===== src/hdl/bfa_pkg.sv =====
// Shared types and constants for the block fragment bitmap allocator.
package bfa_pkg;

	localparam int BLOCKS_DEF     = 16;
	localparam int SLOT_BYTES_DEF = 64;
	localparam int FRAGS          = 32;
	localparam int FRAG_W         = 5;
	localparam int MAX_BLK_W      = 6;
	localparam int SLOT_IDX_W     = MAX_BLK_W + FRAG_W;
	localparam int CNT_W          = 6;
	localparam int MASK_BLOCKS    = 16;

	localparam logic ACT_ALLOC = 1'b0;
	localparam logic ACT_FREE  = 1'b1;

	localparam logic [1:0] STAT_OK        = 2'd0;
	localparam logic [1:0] STAT_NO_SPACE  = 2'd1;
	localparam logic [1:0] STAT_BAD_ADDR  = 2'd2;
	localparam logic [1:0] STAT_NOT_ALLOC = 2'd3;

	localparam logic [1:0] COND_FREE   = 2'd0;
	localparam logic [1:0] COND_ACTIVE = 2'd1;
	localparam logic [1:0] COND_FULL   = 2'd2;

	localparam logic [1:0] CFG_REGION_BASE   = 2'd0;
	localparam logic [1:0] CFG_BLOCKS_IN_USE = 2'd1;
	localparam logic [1:0] CFG_RESERVED_MASK = 2'd2;

	localparam logic [4:0] BLOCKS_IN_USE_RST = 5'd16;

	typedef struct packed {
		logic        action;
		logic [31:0] slot_address;
	} request_t;

	typedef struct packed {
		logic [31:0] granted_address;
		logic [1:0]  status;
	} result_t;

	// decoded request handed to the state stage
	typedef struct packed {
		logic                 valid;
		logic                 action;
		logic                 bad;
		logic [MAX_BLK_W-1:0] blk;
		logic [FRAG_W-1:0]    frag;
	} dec_req_t;

	// outcome of the state stage
	typedef struct packed {
		logic                  valid;
		logic                  grant;
		logic [1:0]            status;
		logic [SLOT_IDX_W-1:0] idx;
	} pick_t;

endpackage


===== src/hdl/bfa_addr_decode.sv =====
// Two-stage decode of a free address into block, fragment and a bad-address flag.
module bfa_addr_decode #(
	parameter int BLOCKS     = bfa_pkg::BLOCKS_DEF,
	parameter int SLOT_BYTES = bfa_pkg::SLOT_BYTES_DEF
) (
	input  logic              clk,
	input  logic              arst_n,
	input  logic              valid,
	input  bfa_pkg::request_t req,
	input  logic [31:0]       region_base,
	input  logic [4:0]        blocks_in_use,
	output bfa_pkg::dec_req_t dec
);
	import bfa_pkg::*;

	localparam int STRIDE = FRAGS * SLOT_BYTES;

	logic [31:0]          offset;
	logic [MAX_BLK_W-1:0] blk;
	logic                 bad_a;

	logic                 valid_s2;
	logic                 action_s2;
	logic                 bad_s2;
	logic [MAX_BLK_W-1:0] blk_s2;
	logic [31:0]          offset_s2;

	logic [31:0]          rem;
	logic [FRAG_W-1:0]    frag;
	logic                 mis;
	dec_req_t             dec_s3;

	always_comb begin
		offset = req.slot_address - region_base;
		blk = '0;
		for (int k = 1; k < BLOCKS; k++) begin
			if (offset >= 32'(k * STRIDE)) blk = MAX_BLK_W'(k);
		end
		bad_a = (req.slot_address < region_base) ||
			(offset >= 32'(BLOCKS * STRIDE)) ||
			({1'b0, blk} >= {2'b00, blocks_in_use});
	end

	always_ff @(posedge clk or negedge arst_n) begin
		if (!arst_n) begin
			valid_s2 <= 1'b0;
		end else begin
			valid_s2 <= valid;
		end
	end

	always_ff @(posedge clk) begin
		action_s2 <= req.action;
		bad_s2    <= bad_a;
		blk_s2    <= blk;
		offset_s2 <= offset;
	end

	always_comb begin
		rem = offset_s2 - 32'(blk_s2 * STRIDE);
		frag = '0;
		for (int j = 1; j < FRAGS; j++) begin
			if (rem >= 32'(j * SLOT_BYTES)) frag = FRAG_W'(j);
		end
		mis = rem != 32'(frag * SLOT_BYTES);
	end

	always_ff @(posedge clk or negedge arst_n) begin
		if (!arst_n) begin
			dec_s3 <= '0;
		end else begin
			dec_s3.valid  <= valid_s2;
			dec_s3.action <= action_s2;
			dec_s3.bad    <= bad_s2 || mis;
			dec_s3.blk    <= blk_s2;
			dec_s3.frag   <= frag;
		end
	end

	assign dec = dec_s3;

endmodule


===== src/hdl/bfa_block_state.sv =====
// Per-block occupancy maps, counts and conditions with the allocate/free update.
module bfa_block_state #(
	parameter int BLOCKS = bfa_pkg::BLOCKS_DEF
) (
	input  logic              clk,
	input  logic              arst_n,
	input  bfa_pkg::dec_req_t dec,
	input  logic [4:0]        blocks_in_use,
	input  logic [15:0]       reserved_mask,
	output bfa_pkg::pick_t    pick
);
	import bfa_pkg::*;

	localparam int BW = (BLOCKS > 1) ? $clog2(BLOCKS) : 1;

	logic [31:0]       map_q  [BLOCKS];
	logic [CNT_W-1:0]  cnt_q  [BLOCKS];
	logic [1:0]        cond_q [BLOCKS];

	logic [63:0]       rsv_ext;
	logic [BLOCKS-1:0] cand;
	logic              alloc_hit;
	logic [BW-1:0]     alloc_blk;
	logic [BW-1:0]     sel_blk;
	logic [31:0]       sel_map;
	logic [CNT_W-1:0]  sel_cnt;
	logic [FRAG_W-1:0] low_frag;
	logic [FRAG_W-1:0] sel_frag;
	logic              is_free;
	logic              do_set;
	logic              do_clr;
	logic [1:0]        stat;
	logic [31:0]       map_nxt;
	logic [CNT_W-1:0]  cnt_nxt;
	logic [1:0]        cond_nxt;
	pick_t             pick_s4;

	always_comb begin
		rsv_ext = 64'(reserved_mask);
		for (int b = 0; b < BLOCKS; b++) begin
			cand[b] = (cond_q[b] != COND_FULL) && !rsv_ext[b] &&
				(7'(b) < {2'b00, blocks_in_use});
		end
		alloc_hit = |cand;
		alloc_blk = '0;
		for (int b = BLOCKS - 1; b >= 0; b--) begin
			if (cand[b]) alloc_blk = BW'(b);
		end

		is_free  = dec.action == ACT_FREE;
		sel_blk  = is_free ? dec.blk[BW-1:0] : alloc_blk;
		sel_map  = map_q[sel_blk];
		sel_cnt  = cnt_q[sel_blk];

		low_frag = '0;
		for (int f = FRAGS - 1; f >= 0; f--) begin
			if (!sel_map[f]) low_frag = FRAG_W'(f);
		end
		sel_frag = is_free ? dec.frag : low_frag;

		do_set = dec.valid && !is_free && alloc_hit;
		do_clr = dec.valid && is_free && !dec.bad && sel_map[dec.frag];

		if (!is_free) begin
			stat = alloc_hit ? STAT_OK : STAT_NO_SPACE;
		end else if (dec.bad) begin
			stat = STAT_BAD_ADDR;
		end else begin
			stat = sel_map[dec.frag] ? STAT_OK : STAT_NOT_ALLOC;
		end

		if (do_set) begin
			map_nxt  = sel_map | (32'd1 << sel_frag);
			cnt_nxt  = sel_cnt + CNT_W'(1);
			cond_nxt = (cnt_nxt >= CNT_W'(FRAGS)) ? COND_FULL : COND_ACTIVE;
		end else begin
			map_nxt  = sel_map & ~(32'd1 << sel_frag);
			cnt_nxt  = sel_cnt - CNT_W'(1);
			cond_nxt = (cnt_nxt == '0) ? COND_FREE : COND_ACTIVE;
		end
	end

	always_ff @(posedge clk or negedge arst_n) begin
		if (!arst_n) begin
			for (int b = 0; b < BLOCKS; b++) begin
				map_q[b]  <= '0;
				cnt_q[b]  <= '0;
				cond_q[b] <= COND_FREE;
			end
		end else if (do_set || do_clr) begin
			map_q[sel_blk]  <= map_nxt;
			cnt_q[sel_blk]  <= cnt_nxt;
			cond_q[sel_blk] <= cond_nxt;
		end
	end

	always_ff @(posedge clk or negedge arst_n) begin
		if (!arst_n) begin
			pick_s4 <= '0;
		end else begin
			pick_s4.valid  <= dec.valid;
			pick_s4.grant  <= do_set;
			pick_s4.status <= stat;
			pick_s4.idx    <= {MAX_BLK_W'(sel_blk), sel_frag};
		end
	end

	assign pick = pick_s4;

endmodule


===== src/hdl/block_fragment_bitmap_allocator_unit.sv =====
// Top level of the block fragment bitmap allocator: config, request intake and result.
// One allocate or free request is taken per cycle (busy stays low); result_valid
// rises after the request has passed the intake register, the decode registers, the
// state register and the result register. Results come in request order and the
// receiver cannot stall them. The map update in the state stage lets each request
// see the effect of the one before it, which sets the rate of one request per cycle.
// All occupancy maps are cleared by reset at once; there is no clearing pass.
// Configuration is written through cfg_we/cfg_index/cfg_wdata while idle.
module block_fragment_bitmap_allocator_unit #(
	parameter int BLOCKS     = bfa_pkg::BLOCKS_DEF,
	parameter int SLOT_BYTES = bfa_pkg::SLOT_BYTES_DEF
) (
	input  logic              clk,
	input  logic              arst_n,
	input  logic              start,
	output logic              busy,
	input  bfa_pkg::request_t request,
	input  logic              cfg_we,
	input  logic [1:0]        cfg_index,
	input  logic [31:0]       cfg_wdata,
	output logic              result_valid,
	output bfa_pkg::result_t  result
);
	import bfa_pkg::*;

	logic [31:0] region_base_q;
	logic [4:0]  blocks_in_use_q;
	logic [15:0] reserved_mask_q;

	logic        valid_s1;
	request_t    req_s1;
	dec_req_t    dec;
	pick_t       pick;
	logic [31:0] grant_addr;
	logic        result_valid_q;
	result_t     result_q;

	assign busy = 1'b0;

	always_ff @(posedge clk or negedge arst_n) begin
		if (!arst_n) begin
			region_base_q   <= '0;
			blocks_in_use_q <= BLOCKS_IN_USE_RST;
			reserved_mask_q <= '0;
		end else if (cfg_we) begin
			case (cfg_index)
				CFG_REGION_BASE:   region_base_q   <= cfg_wdata;
				CFG_BLOCKS_IN_USE: blocks_in_use_q <= cfg_wdata[4:0];
				CFG_RESERVED_MASK: reserved_mask_q <= cfg_wdata[15:0];
				default: ;
			endcase
		end
	end

	always_ff @(posedge clk or negedge arst_n) begin
		if (!arst_n) begin
			valid_s1 <= 1'b0;
		end else begin
			valid_s1 <= start && !busy;
		end
	end

	always_ff @(posedge clk) begin
		req_s1 <= request;
	end

	bfa_addr_decode #(
		.BLOCKS(BLOCKS),
		.SLOT_BYTES(SLOT_BYTES)
	) u_decode (
		.clk(clk),
		.arst_n(arst_n),
		.valid(valid_s1),
		.req(req_s1),
		.region_base(region_base_q),
		.blocks_in_use(blocks_in_use_q),
		.dec(dec)
	);

	bfa_block_state #(
		.BLOCKS(BLOCKS)
	) u_state (
		.clk(clk),
		.arst_n(arst_n),
		.dec(dec),
		.blocks_in_use(blocks_in_use_q),
		.reserved_mask(reserved_mask_q),
		.pick(pick)
	);

	assign grant_addr = region_base_q + 32'(pick.idx * SLOT_BYTES);

	always_ff @(posedge clk or negedge arst_n) begin
		if (!arst_n) begin
			result_valid_q <= 1'b0;
		end else begin
			result_valid_q <= pick.valid;
		end
	end

	always_ff @(posedge clk) begin
		result_q.granted_address <= pick.grant ? grant_addr : '0;
		result_q.status          <= pick.status;
	end

	assign result_valid = result_valid_q;
	assign result       = result_q;

	a_result_follows: assert property (@(posedge clk) disable iff (!arst_n)
		(start && !busy) |-> ##5 result_valid)
		else $error("request produced no result");

	a_no_spurious: assert property (@(posedge clk) disable iff (!arst_n)
		!(start && !busy) |-> ##5 !result_valid)
		else $error("result without request");

	a_fail_zero: assert property (@(posedge clk) disable iff (!arst_n)
		(result_valid && result.status != STAT_OK) |-> result.granted_address == '0)
		else $error("failed request carries an address");

endmodule


===== config.mk =====
export PLATFORM = sky130hd
export DESIGN_NAME = block_fragment_bitmap_allocator_unit
export DESIGN_NICKNAME = d
export VERILOG_FILES = /design/src/hdl/bfa_pkg.sv /design/src/hdl/bfa_addr_decode.sv /design/src/hdl/bfa_block_state.sv /design/src/hdl/block_fragment_bitmap_allocator_unit.sv
export SDC_FILE = /design/constraint.sdc
export NUM_CORES = 2
export LEC_CHECK = 0
export BUFFER_PORTS_ARGS = -buffer_cell sky130_fd_sc_hd__buf_2
export CELL_PAD_IN_SITES_DETAIL_PLACEMENT = 0
export CELL_PAD_IN_SITES_GLOBAL_PLACEMENT = 1
export CORE_MARGIN = 2
export CORE_UTILIZATION = 45
export CTS_BUF_LIST = sky130_fd_sc_hd__clkbuf_2 sky130_fd_sc_hd__clkbuf_4 sky130_fd_sc_hd__clkbuf_8
export DETAILED_ROUTE_END_ITERATION = 12
export PLACE_DENSITY_LB_ADDON = 0.1
export SLEW_MARGIN = 20
export SYNTH_ARGS = -nofsm -noshare
export SYNTH_HDL_FRONTEND = slang
export SYNTH_SLANG_ARGS = --single-unit

===== constraint.sdc =====
create_clock -name clk -period 8.2 [get_ports clk]
set_input_delay 1.64 -clock clk [delete_from_list [all_inputs] [get_ports clk]]
set_output_delay 1.64 -clock clk [all_outputs]
set_load 0.02 [all_outputs]

## Word level (Yosys, flattened, before mapping)

Cells that the tools add are included.

- $add $sub $neg: 5
- $lt $le $gt $ge: 69
- Equality and inequality tests: 19
- Shifts and indexed selects: 1
- Multiplexer cells: 122
- Bitwise operators: 4
- Reduce and logical (&&, ||, !) cells: 66

Operator list:

| operator | number |
|---|---|
| bitwise mux 512 bit | 1 |
| greater-or-equal comparator 32 x 11 -> 1 bit (second input constant) | 16 |
| greater-or-equal comparator 32 x 10 -> 1 bit (second input constant) | 8 |
| greater-or-equal comparator 32 x 15 -> 1 bit (second input constant) | 8 |
| 2-to-1 mux 5 bit | 49 |
| binary-select mux 32 bit (select 4 bit) | 1 |
| demux 32 bit (select 4 bit) | 1 |
| greater-or-equal comparator 32 x 14 -> 1 bit (second input constant) | 4 |
| greater-or-equal comparator 32 x 9 -> 1 bit (second input constant) | 4 |
| 2-to-1 mux 32 bit | 4 |
| 2-to-1 mux 6 bit | 18 |
| 2-to-1 mux 4 bit | 25 |
| bitwise mux 96 bit | 1 |
| greater-or-equal comparator 32 x 13 -> 1 bit (second input constant) | 2 |
| greater-or-equal comparator 32 x 8 -> 1 bit (second input constant) | 2 |
| less-than comparator 4 x 5 -> 1 bit (first input constant) | 8 |
| logical AND 1 bit | 38 |
| adder 32 x 15 -> 32 bit | 1 |
| AND 32 bit | 1 |
| bitwise mux 32 bit | 1 |
| greater-or-equal comparator 32 x 12 -> 1 bit (second input constant) | 1 |
| greater-or-equal comparator 32 x 16 -> 1 bit (second input constant) | 1 |
| greater-or-equal comparator 32 x 7 -> 1 bit (second input constant) | 1 |
| less-than comparator 32 bit | 1 |
| 33 further kinds | 89 |

- Register bits: 828
- Output and inout port bits: 36
- Logic and storage cells: 357

## Depth between registers and ports, before layout

- Depth in word-level cells: 62
- Depth in mapped cells: 28
- Gate-level depth less buffers: 26

## Hierarchy

A second synthesis with hierarchy kept.

- Cell total of the unflattened synthesis: 3,271
- Area total of the unflattened synthesis: 40,508.9 um2

By module, submodules not included:

| module | instances | cells each | area each (um2) | seq. area each (um2) |
|---|---|---|---|---|
| bfa_block_state | 1 | 2,424 | 31,959.4 | 16,340.7 |
| block_fragment_bitmap_allocator_unit | 1 | 363 | 4,516.8 | 2,718.9 |
| bfa_addr_decode | 1 | 484 | 4,032.6 | 1,086.0 |

## Worst setup path after synthesis

OpenSTA, ideal clock, no wires.

- Path type: register to register
- Start: register region_base_q[0]
- End: register u_decode.bad_s2
- Data arrival time: 6.089 ns
- Required time: 8.066 ns
- Setup slack: 1.977 ns
- Stages on the path, launching flop included: 26
- Buffers on the path: 0
- Clock period less this slack: 6.223 ns
- Cells stage by stage: dfrtp_1 > ha_1 > fa_1 > nor2b_1 > o21ai_0 > a21boi_1 > o21ai_0 > a21boi_1 > o2111ai_1 > a31o_2 > a21oi_1 > a21oi_1 > xnor2_1 > or4b_1 > or4b_2 > or4b_1 > or4b_2 > nor2_1 > and2_1 > ha_1 > nand2b_1 > a21o_1 > a21o_1 > a21oi_1 > nor2_1 > or4_1

- Longest elaborated chain between the ends: 19
- Elaborated cells between the ends (all ways): 36
- Classes of those cells: 1 x add/sub; 18 x order compare; 15 x mux; 2 x reduce/logical

RTL lines:

| what | line | text |
|---|---|---|
| start, declared | block_fragment_bitmap_allocator_unit.sv:26 | `logic [31:0] region_base_q;` |
| start signal, assigned | block_fragment_bitmap_allocator_unit.sv:47 | `CFG_REGION_BASE: region_base_q <= cfg_wdata;` |
| subtractor 32 bit * | bfa_addr_decode.sv:34 | `offset = req.slot_address - region_base;` |
| via u_decode.offset[22] | bfa_addr_decode.sv:18 | `logic [31:0] offset;` |
| greater-or-equal comparator 32 x 12 -> 1 bit | bfa_addr_decode.sv:37 | `if (offset >= 32'(k * STRIDE)) blk = MAX_BLK_W'(k);` |
| 2-to-1 mux 1 bit | bfa_addr_decode.sv:37 |  |
| 2-to-1 mux 6 bit (14 in a row) | bfa_addr_decode.sv:37 |  |
| greater-or-equal comparator 6 x 5 -> 1 bit | bfa_addr_decode.sv:41 | `({1'b0, blk} >= {2'b00, blocks_in_use});` |
| logical OR 1 bit * | bfa_addr_decode.sv:40 | `(offset >= 32'(BLOCKS * STRIDE)) \|\|` |
| via u_decode.bad_a | bfa_addr_decode.sv:20 | `logic bad_a;` |
| end signal, assigned | bfa_addr_decode.sv:54 | `bad_s2 <= bad_a;` |
| end, declared | bfa_addr_decode.sv:24 | `logic bad_s2;` |

The timed path passes the listed nets; every way through them passes the cells marked *.
A chain may end at the register's enable or synchronous reset.

## Worst setup path after layout

- Start: register blocks_in_use_q[1]
- End: register u_state.map_q[237] (netlist name)

- Longest elaborated chain between the ends: 61
- Elaborated cells between the ends (all ways): 103
- Classes of those cells: 18 x order compare; 1 x shift; 59 x mux; 4 x bitwise; 21 x reduce/logical

RTL lines:

| what | line | text |
|---|---|---|
| start, declared | block_fragment_bitmap_allocator_unit.sv:27 | `logic [4:0] blocks_in_use_q;` |
| start signal, assigned | block_fragment_bitmap_allocator_unit.sv:48 | `CFG_BLOCKS_IN_USE: blocks_in_use_q <= cfg_wdata[4:0];` |
| less-than comparator 4 x 5 -> 1 bit | bfa_block_state.sv:42 | `(7'(b) < {2'b00, blocks_in_use});` |
| logical AND 1 bit | bfa_block_state.sv:41 | `cand[b] = (cond_q[b] != COND_FULL) && !rsv_ext[b] &&` |
| 2-to-1 mux 4 bit (16 in a row) | bfa_block_state.sv:47 | `if (cand[b]) alloc_blk = BW'(b);` |
| 2-to-1 mux 4 bit | bfa_block_state.sv:51 | `sel_blk = is_free ? dec.blk[BW-1:0] : alloc_blk;` |
| NOT 4 -> 5 bit (implied by the code) | bfa_block_state.sv:52, bfa_block_state.sv:91 |  |
| binary-select mux 32 bit (select 4 bit) | bfa_block_state.sv:52 | `sel_map = map_q[sel_blk];` |
| 2-to-1 mux 32 bit (implied by the code) (2 in a row) | bfa_block_state.sv:52 |  |
| 2-to-1 mux 5 bit (32 in a row) | bfa_block_state.sv:57 | `if (!sel_map[f]) low_frag = FRAG_W'(f);` |
| 2-to-1 mux 5 bit | bfa_block_state.sv:59 | `sel_frag = is_free ? dec.frag : low_frag;` |
| left shift 1 x 5 -> 32 bit | bfa_block_state.sv:73, bfa_block_state.sv:77 |  |
| NOT 32 bit | bfa_block_state.sv:77 | `map_nxt = sel_map & ~(32'd1 << sel_frag);` |
| AND 32 bit | bfa_block_state.sv:77 |  |
| 2-to-1 mux 32 bit | bfa_block_state.sv:72 | `if (do_set) begin` |
| bitwise mux 512 bit | bfa_block_state.sv:91 | `map_q[sel_blk] <= map_nxt;` |
| end signal, assigned by index | bfa_block_state.sv:91 |  |
| end, declared | bfa_block_state.sv:16 | `logic [31:0] map_q [BLOCKS];` |

Several ways; a longest one is shown, not always the timed one. The select of a mux whose other input is x is not followed.

==> flow_summary.yaml <==
outcome:
  status: "finished clean"
sta:
  min_period_ps: 7180
  layout_setup_ws_ps: 1020
  finalClockSkew_ps: 36.9
  worst_pin_slew_ps: 1250
  fin_setup_tns_ps: 0
  final-setup-viol-count: 0
  hold_violations: 0
  fin_crit_sh_pct: 87.6
  rsz0062_at_grt: "no"
  relSlewSlack_pct: 16.3
  clock.fmax_mhz: 139
  finalMaxSlewViolations: 0
floorplanning:
  coreArea_mm2: 0.0915
  row_count: 111
  die_y_um: 308
  die_x_um: 308
  initial_core_util_pct: 45.3
  dieArea_mm2: 0.0946
  io_pins: 107
clock_tree:
  cts_max_level: 4
  post_cts_resized: 0
  cts_root_buffer: "clkbuf_8"
  cts_hold_buf: 0
  path_clk_slew_ps: 60
  clock_latency_ps: 850
  post_cts_buffers: 0
  cts_buffer_depth: 3
  cts_sinks: 826
  tritoncts: "built"
  cts_inserted_buffers: 146
finish:
  fin_nets: 4482
  area_delta_synth_final_pct: 12.2
  fillers: 8556
  postLayoutCellArea_mm2: 0.0465
  multi_input_area_mm2: 0.0195
  drive_gt1_share_pct: 17.4
  finish.utilization_pct: 50.8
  regArea_mm2: 0.0201
synthesis:
  synth.most_common_cell: "dfrtp_1"
  syn_area_per_cell_um2: 9.65
  synth.distinct_cells: 114
  seq_area_frac_synth_pct: 48.6
  postSynthCellCount: 4294
  synth-seq-cells: 826
  synth_top_area_share_pct: 43.5
  mappedNetlistArea_mm2: 0.0415
  yosysTopAreaCell: "dfrtp_1"
  synth_top_flop_cell: "dfrtp_1"
  synthTopCellsByArea: "dfrtp_1, a21oi_1, dfxtp_1, mux2_2, nand2_1"
  yosysWarnings: 0
  synth-edff-count: 0
  ys_async_sr_fraction_pct: 87.3
  synthTopCellsByCount: "dfrtp_1, nand2_1, a21oi_1"
  syn_nets: 4420
route:
  remaining_drc_errors: 0
  wirelength_um: 138000
  wire_per_inst_um: 24.5
  vias: 33600
  first_pass_iters: 6
  drtAntennaViolNets: 0
  drt-vias-per-instance: 5.95
  drt_iter0_drc: 3033
power:
  clock_power_share_pct: 25.2
  swShare_pct: 37.3
  peakVddDrop_mv: 0.186
  p_leak_nw: 20.5
  pwr-share-seq_pct: 41.9
  finalPower_mw: 15.9
  intPower_mw: 10.0
  p_sw_mw: 5.95
  power_density_mw_per_mm2: 343
  combPwrFrac_pct: 32.9
global_route:
  grt_overflow_total: 0
  grt_antenna_before_repair: 4
  grt_start_max_net_pins: 144
  grt_pass1_wl_um: 211000
  grt_pass1_vias: 33000
  grt_util_all_layers_pct: 29.4
worst_hold_path:
  hold_start: "req_s1[32]"
  hp-class: "reg2reg"
  hold_depth: 0
  holdPathEnd: "u_decode.action_s2"
place:
  place.gp.congestion: 0.937
  place_ws_ps: 1190
  hpwl_um: 87400
  placed_area_mm2: 0.0434
  numPortBuffers: 105
critical_path:
  r2r_start: "blocks_in_use_q[1]"
  worstPathMaxFanout: 50
  arrival_ps: 7940
  r2r_cells: 17
  start_kind: "register"
  timing.rr.end: "u_state.map_q[237]"
  startpoint: "blocks_in_use_q[1]"
  ff2ff_setup_slack_ps: 1020
  cp-end-kind: "register"
  worst-setup-path-type: "reg2reg"
  required_ps: 8960
flow_run:
  drv_cap: 0
[through the flow]
step / hold slack [ps] / cells
after CTS: 329 / 5649
after floorplan: 310 / 4294
after detailed placement: 317 / 5394
final: 325 / 5653
after global routing: 336 / 5653
after global placement: 312 / 5394
[sequential cells by signal, indices dropped and copies added (netlist names), 16 cells and up]
name                count
u_state.cond_q         32
result                 34
u_state.map_q         512
reserved_mask_q        16
region_base_q          32
req_s1                 33
u_decode.offset_s2     32
u_state.cnt_q          96
[how the worst max path moves through the flow]
stage	to
after floorplan	u_decode.bad_s2
after global placement	u_state.map_q[77]
after detailed placement	u_decode.bad_s2
after CTS	u_decode.bad_s2
after global routing	u_decode.bad_s2
final	u_state.map_q[237]
[per-layer routing]
layer  track usage (%)  vias up  part of all wire, %
met1              42.2    16700                   46
li1                  -    15500                    -
met3              4.58      250                  6.1
met2              46.1     1121                   46
met4              8.63        0                  2.6
met5                 0        -                    0
[power groups by stage]
| stage | logic, mW | clock network (mW) | registers, mW |
|---|---|---|---|
| final | 5.25 | 4.02 | 6.68 |
| after global routing | 5.82 | 4.31 | 6.88 |
| after CTS | 5.23 | 4.12 | 6.66 |
| after detailed placement | 5.21 | 0 | 6.71 |
| after global placement | 5.14 | 0 | 6.69 |
| after floorplan | 3.74 | 0 | 6.44 |
[cell usage in the layout (no fill, tap or decap), types with 13 or more instances in the layout]
master and n:
a211oi_1 86, a221oi_1 35, nor3_4 17, nand4_1 38, nand2b_1 13, mux2i_1 41, nand2_1 472, nor4_1 22
nor3b_1 15, nor2b_1 20, mux2_1 118, dfrtp_1 720, clkbuf_8 178, buf_4 98, dfxtp_1 105, inv_1 92
o21ai_0 104, nor2_1 455, buf_12 34, clkbuf_4 51, o211ai_1 18, and2_1 43, mux2_2 176, o31ai_1 13
ha_1 52, xor2_1 17, nor3_1 51, a31oi_1 58, buf_2 104, a211o_1 17, a21o_1 26, a311oi_1 19
nand3_1 203, a21oi_1 470, xnor2_1 35, a311o_1 14, and3_1 107, o21a_1 16
[worst max-delay path, stage by stage (launching register included)]
cell	delay [ps]
dfrtp_1	530
nor4_2	540
nand2_1	260
a2111oi_0	530
o31a_1	590
a21oi_4	190
buf_4	340
buf_4	400
a31oi_1	450
a221oi_1	190
buf_4	240
or4_1	570
or3_4	450
o21ai_2	200
nand3_2	190
o31a_2	250
o31ai_2	810
mux2_2	300
[cell type report]
cell class	count	area share, %
repair buffers	237	4.20
clock buffers	229	6.09
diodes	4	0.0215
inverters	96	0.807
multi-input cells	3049	41.9
flip-flops and latches	826	43.3
well taps	1186	3.19
clock inverters	26	0.506
[logic make-up after synthesis]
family                   count (synthesis)  synth area share [%]
buffers and inverters                  419                  4.75
flip-flops                             826                  48.6
multiplexers                           345                  9.52
AO/OA/AOI/OAI                         1070                  16.9
other                                    1               0.00905
adder cells (fa/ha/maj)                 56                  1.74
AND/OR/NAND/NOR                       1524                  17.3
XOR/XNOR                                53                  1.12
No activity file was read; power rests on OpenSTA's default activity.
